File: config.mk
export PLATFORM = sky130hd
export DESIGN_NAME = sat_ctrl
export DESIGN_NICKNAME = d
export VERILOG_FILES = /design/src/rtl/sat_pkg.sv /design/src/rtl/sat_ctrl.sv
export SDC_FILE = /design/constraint.sdc
export NUM_CORES = 1
export LEC_CHECK = 0
export ABC_AREA = 1
export BUFFER_PORTS_ARGS = -buffer_cell sky130_fd_sc_hd__buf_2
export CAP_MARGIN = 30
export CORE_AREA = 10 10 47 49
export DETAILED_ROUTE_END_ITERATION = 16
export DIE_AREA = 0 0 57 59
export GPL_TIMING_DRIVEN = 0
export PLACE_DENSITY_LB_ADDON = 0.25
export SKIP_LAST_GASP = 1
export SLEW_MARGIN = 20
export SYNTH_ARGS = -nofsm -noshare
export SYNTH_HDL_FRONTEND = slang
export SYNTH_SLANG_ARGS = --single-unit
File: constraint.sdc
create_clock -name clk -period 2.2 [get_ports clk]
set_input_delay 0.33 -clock clk [delete_from_list [all_inputs] [get_ports clk]]
set_output_delay 0.33 -clock clk [all_outputs]
set_load 0.01 [all_outputs]
File: src/rtl/sat_pkg.sv
// ----------------------------------------------------------------------------
// sat_pkg
// Types and codes shared by the set-associative score table modules.
// ----------------------------------------------------------------------------
package sat_pkg;

  localparam int KEY_W   = 32;
  localparam int SCORE_W = 32;
  localparam int CMD_W   = 2;

  localparam logic [CMD_W-1:0] CMD_LOOKUP = 2'd0;
  localparam logic [CMD_W-1:0] CMD_INSERT = 2'd1;
  localparam logic [CMD_W-1:0] CMD_CLEAR  = 2'd2;

  typedef struct packed {
    logic [CMD_W-1:0]          cmd;
    logic [KEY_W-1:0]          key;
    logic signed [SCORE_W-1:0] score_in;
  } req_t;

  typedef struct packed {
    logic                      hit;
    logic signed [SCORE_W-1:0] score_out;
    logic                      written;
  } rsp_t;

  // One slot of a bucket row; the score is kept as raw two's complement bits.
  typedef struct packed {
    logic [KEY_W-1:0]   key;
    logic [SCORE_W-1:0] score;
  } slot_t;

  typedef struct packed {
    logic load;   // capture the request and read its bucket
    logic scan;   // examine one way of the bucket
    logic fin;    // write back and issue the result
    logic clr;    // zero one bucket row and advance
  } ctl_t;

  typedef struct packed {
    logic scan_last;
    logic clr_last;
  } stat_t;

endpackage

File: src/rtl/sat_ctrl.sv
// ----------------------------------------------------------------------------
// sat_ctrl
// Sequencer for the score table: clearing sweep, way scan and write-back.
// ----------------------------------------------------------------------------
module sat_ctrl (
  input  logic                         clk,
  input  logic                         rst_n,
  input  logic                         start,
  input  logic [sat_pkg::CMD_W-1:0]    in_cmd,
  input  sat_pkg::stat_t               stat,
  output sat_pkg::ctl_t                ctl,
  output logic                         busy
);
  import sat_pkg::*;

  localparam logic [1:0] ST_CLR  = 2'd0;
  localparam logic [1:0] ST_IDLE = 2'd1;
  localparam logic [1:0] ST_SCAN = 2'd2;
  localparam logic [1:0] ST_FIN  = 2'd3;

  logic [1:0] state_r, state_nxt;
  logic       report_r, report_nxt;
  logic       accept;

  assign busy   = (state_r != ST_IDLE);
  assign accept = start && !busy;

  always_comb begin
    state_nxt  = state_r;
    report_nxt = report_r;
    ctl        = '0;
    unique case (state_r)
      ST_CLR: begin
        ctl.clr = 1'b1;
        if (stat.clr_last) begin
          // A clear command reports once the sweep is done; reset does not.
          state_nxt  = report_r ? ST_FIN : ST_IDLE;
          report_nxt = 1'b0;
        end
      end
      ST_IDLE: begin
        if (accept) begin
          ctl.load = 1'b1;
          if (in_cmd == CMD_CLEAR) begin
            state_nxt  = ST_CLR;
            report_nxt = 1'b1;
          end else begin
            state_nxt = ST_SCAN;
          end
        end
      end
      ST_SCAN: begin
        ctl.scan = 1'b1;
        if (stat.scan_last) begin
          state_nxt = ST_FIN;
        end
      end
      ST_FIN: begin
        ctl.fin   = 1'b1;
        state_nxt = ST_IDLE;
      end
      default: begin
        state_nxt = ST_IDLE;
      end
    endcase
  end

  always_ff @(posedge clk) begin
    if (!rst_n) begin
      state_r  <= ST_CLR;
      report_r <= 1'b0;
    end else begin
      state_r  <= state_nxt;
      report_r <= report_nxt;
    end
  end

endmodule

* After elaboration in Yosys (flattened, before gate mapping)
Cells that the tools add are included.
Widths: inputs -> output; s select.
** Word-level totals
- Memory bits (writable) :: 0
- Bits in registers :: 3
- Bits in latches :: 0
- Logic and storage cells :: 32
- ROM bits :: 0
- Memories kept :: 0
- Bits of input ports :: 7
- Output and inout bits :: 5
** Operators by class
- Div/mod/pow operators :: 0
- Bitwise gates (word level) :: 0
- $mul :: 0
- Reduce and logical (&&, ||, !) cells :: 6
- Add/subtract/negate cells :: 0
- Mux-type cells :: 15
- Equal/unequal tests :: 9
- Magnitude comparators :: 0
- Shifts and indexed selects :: 0
** Operators with widths (count)
- $mux 2 :: 5
- $mux 1 :: 8
- $ne 2x2->1 const B :: 4
- $pmux 2 s4 :: 1
- $eq 2x2->1 const B :: 3
- $reduce_and 4->1 :: 1
- $reduce_and 3->1 :: 1
- $eq 2x1->1 const B :: 1
- $logic_not 2->1 :: 1
- $ne 2x1->1 const B :: 1
- $pmux 1 s2 :: 1
- $reduce_bool 2->1 :: 1
- $logic_and 1x1->1 :: 1
- $logic_not 1->1 :: 1

* Longest topological paths before layout
- Depth after elaboration :: 5
- Mapped depth :: 7
- Mapped depth without buffers :: 6

* Worst setup path after synthesis
Ideal clock, no wire load.
- Path kind :: reg2reg
- Start point :: register state_r[0]
- End point :: register report_r
- Slack :: 1.149 ns
- Arrival :: 0.935 ns
- Buffers on the path :: 1
- Cell stages (with the launch flop) :: 8
- Required time :: 2.084 ns
- Clock period less this slack :: 1.051 ns
- Cell sequence :: dfxtp_1 > buf_6 > nor2_1 > nand2_1 > nand2_1 > inv_1 > nand2_1 > a21oi_1
** On the way
- Longest elaborated chain between the ends :: 5
- Elaborated cells between the ends (all ways) :: 11
- Those cells by class :: eq/ne: 5; mux: 1; reduce/logical: 5
** Ends and longest elaborated chain
- from (decl) :: RTL line sat_ctrl.sv:21 : logic [1:0] state_r, state_nxt;
- from (signal assigned) :: RTL line sat_ctrl.sv:73 : state_r <= state_nxt;
- $ne 2x1->1 :: RTL line sat_ctrl.sv:25 : assign busy = (state_r != ST_IDLE);
- $logic_not 1->1 :: RTL line sat_ctrl.sv:26 : assign accept = start && !busy;
- $logic_and 1x1->1 :: RTL line sat_ctrl.sv:26
- $ne 2x2->1 (no line)
- $reduce_and 4->1 (no line)
- to (signal assigned) :: RTL line sat_ctrl.sv:74 : report_r <= report_nxt;
- to (decl) :: RTL line sat_ctrl.sv:22 : logic report_r, report_nxt;
Parallel ways exist; a longest one is shown, timed or not.
A chain may end at the register's enable or synchronous reset.

==> run_results.csv <==
group,metric,value,unit
timing,finalMaxSlewViolations,0,
worst_setup_path,startpoint_type,"register",
global_route,grt_busiest_layer,"met2",
yosys,syn_nets,44,
worst_hold_path,hp-class,"primary input to register",
global_route,met1_usage,0.0285,
worst_setup_path,timing.critical_path.buf_inv,2,
worst_setup_path,critPathKind,"register to primary output",
place,post-place-cells,64,
clock_tree,clockRootBuffer,"clkbuf_4",
worst_setup_path,critPathArrivalTime,0.98,ns
worst_setup_path,cp.required,1.87,ns
cells_and_area,layout.nets,60,
worst_setup_path,cp_slowest_cell,"dfxtp_1",
worst_setup_path,slowest_delay,0.41,ns
cells_and_area,stdcell_count,68,
clock_tree,holdBufCountCts,0,
clock_tree,cts.sink_count,3,
yosys,yosys.area.top_type,"dfxtp_1",
cells_and_area,synthToLayoutAreaGrowth,49.4,%
timing,fin_tns_setup,0,ns
timing,worstMarginPinSlew,0.192,ns
route,antenna_left,0,
worst_setup_path,end_kind,"primary output",
floorplanning,die_w,57,um
timing,finalHoldViolations,0,
clock_tree,cts_tree,"built",
global_route,grt_util_met3,0.0236,
clock_tree,clk_path_buf_depth,2,
route,vias,236,
power,powerDensity,841,nW/um^2
status,status,"complete, no violations",
timing,fin_crit_sh,0.597,
clock_tree,h-tree-depth,1,
clock_tree,post_cts_buffers,0,
timing,finalClockSkew,0.00270,ns
yosys,yosysWarnings,0,
worst_setup_path,crit_family,"flip-flops",
floorplanning,ios,12,
global_route,grt_pass1_vias,236,
global_route,grt_first_pass_wirelength,848,um
global_route,grt_use_met2,0.0450,
worst_setup_path,cp_max_fo,6,
place,post-place-ws,1.12,ns
timing,period_needed,1.31,ns
global_route,track_usage,0.0315,
timing,worst_slack,0.886,ns
place,port_buffers,11,
route,routed_wl,525,um
global_route,grt_max_degree,9,
cells_and_area,layout_common_cells,"nand2_1, buf_2, inv_1",
place,gp_congestion,0.662,
timing,final-setup-viol-count,0,
yosys,syn-instance-count,37,
place,hpwl,460,um
route,drt_pass1_iterations,2,
timing,relSlewSlack,0.872,
clock_tree,worstSkewPairLatency,0.23,ns
cells_and_area,layout-drive-gt1-share,0.308,
yosys,yosys_register_bits,3,
clock_tree,path_clk_slew,0.04,ns
floorplanning,die-area,3360,um^2
yosys,synth.cell_area,205,um^2
timing,rsz0062_at_grt,"false",
worst_setup_path,crit_chain,"inv_2 -> nand2_1 -> nor2_1 -> buf_2",
floorplanning,start_util,0.146,
yosys,synth_area_leaders,"dfxtp_1, nand2_1, inv_1",
job,drv_cap,0,
timing,max_freq,0.761,GHz
yosys,ys_types,9,
cells_and_area,antenna_cells,0,
power,max-vdd-ir-drop,0.193,mV
route,drt_iter0_drc,3,
power,total_leakage_power,0.197,nW
yosys,synth_seq_area_share,0.293,
floorplanning,die_y,59,um
global_route,overflow,0,
cells_and_area,n_fill_cell,174,
route,drc,0,
route,wire_per_inst,7.72,um
route,via_per_inst,3.47,
yosys,synth_top_cell_area_share,0.293,
timing,hold_slack,0.320,ns
clock_tree,cts-buffers-inserted,3,
yosys,syn_avg_cell_area,5.55,um^2
clock_tree,cts_resized,0,
floorplanning,placementRows,14,
global_route,antenna_found_initial,0,
floorplanning,core,1400,um^2
==> final cells by class <==
cell class              count  area, um^2  area share
clock buffers               4        26.3      0.0857
well taps                  16        20.0      0.0653
flip-flops and latches      3        60.1       0.196
multi-input cells          22        92.6       0.302
inverters                  11        41.3       0.135
repair buffers             11        55.1       0.180
plain buffers               1        11.3      0.0367
==> worst reg2reg max path: stages (launching register included) <==
cell and delay [ns]:
dfxtp_1 0.29, buf_6 0.12, nor2_1 0.15, nand2_1 0.09, inv_1 0.05, o21ai_0 0.08, nand2_1 0.07, inv_1 0.03
==> flip-flops by register name (all words and copies together) (netlist names) <==
signal and flops:
state_r 2, report_r 1
==> routing by layer <==
layer	part of all wire	wire [um]
met5	0	0
met3	0.14	76
met2	0.49	259
met1	0.36	188
met4	0	0
==> where the power goes <==
part / internal, mW / total (mW) / switching, mW
Sequential: 0.0647 / 0.0716 / 0.00691
Clock: 0.0679 / 0.0945 / 0.0266
Combinational: 0.0395 / 0.0918 / 0.0523
Total: 0.172 / 0.258 / 0.0859
==> cell families (layout without fill, tap and decap cells) <==
logic type | after synthesis | after routing | share of synthesized area
simple gates | 17 | 17 | 0.329
buf+inv | 12 | 27 | 0.256
compound gates | 5 | 5 | 0.122
flops | 3 | 3 | 0.293
==> worst paths after layout <==
| path | from | to | slack (ns) | cells past startpoint |
|---|---|---|---|---|
| min reg2reg | report_r | report_r | 0.44 | 2 |
| max | state_r[1] | ctl[3] | 0.89 | 4 |
| min | rst_n | state_r[0] | 0.32 | 3 |
| max reg2reg | state_r[0] | state_r[0] | 1.20 | 7 |
==> per-stage QoR <==
stage	instance area [um^2]	utilization	total power, mW
after CTS	307	0.219	0.265
final	307	0.219	0.258
after floorplan	205	-	0.136
after detailed placement	280	0.200	0.167
after global routing	307	0.219	0.283
after global placement	280	0.200	0.167
==> synth_stat cells <==
cell and count:
nor2_1 3, nand3_1 3, a21oi_1 3, inv_2 1
nand2_1 11, dfxtp_1 3, buf_6 1, o21ai_0 2
inv_1 10
(Power assumes the default switching activity.)
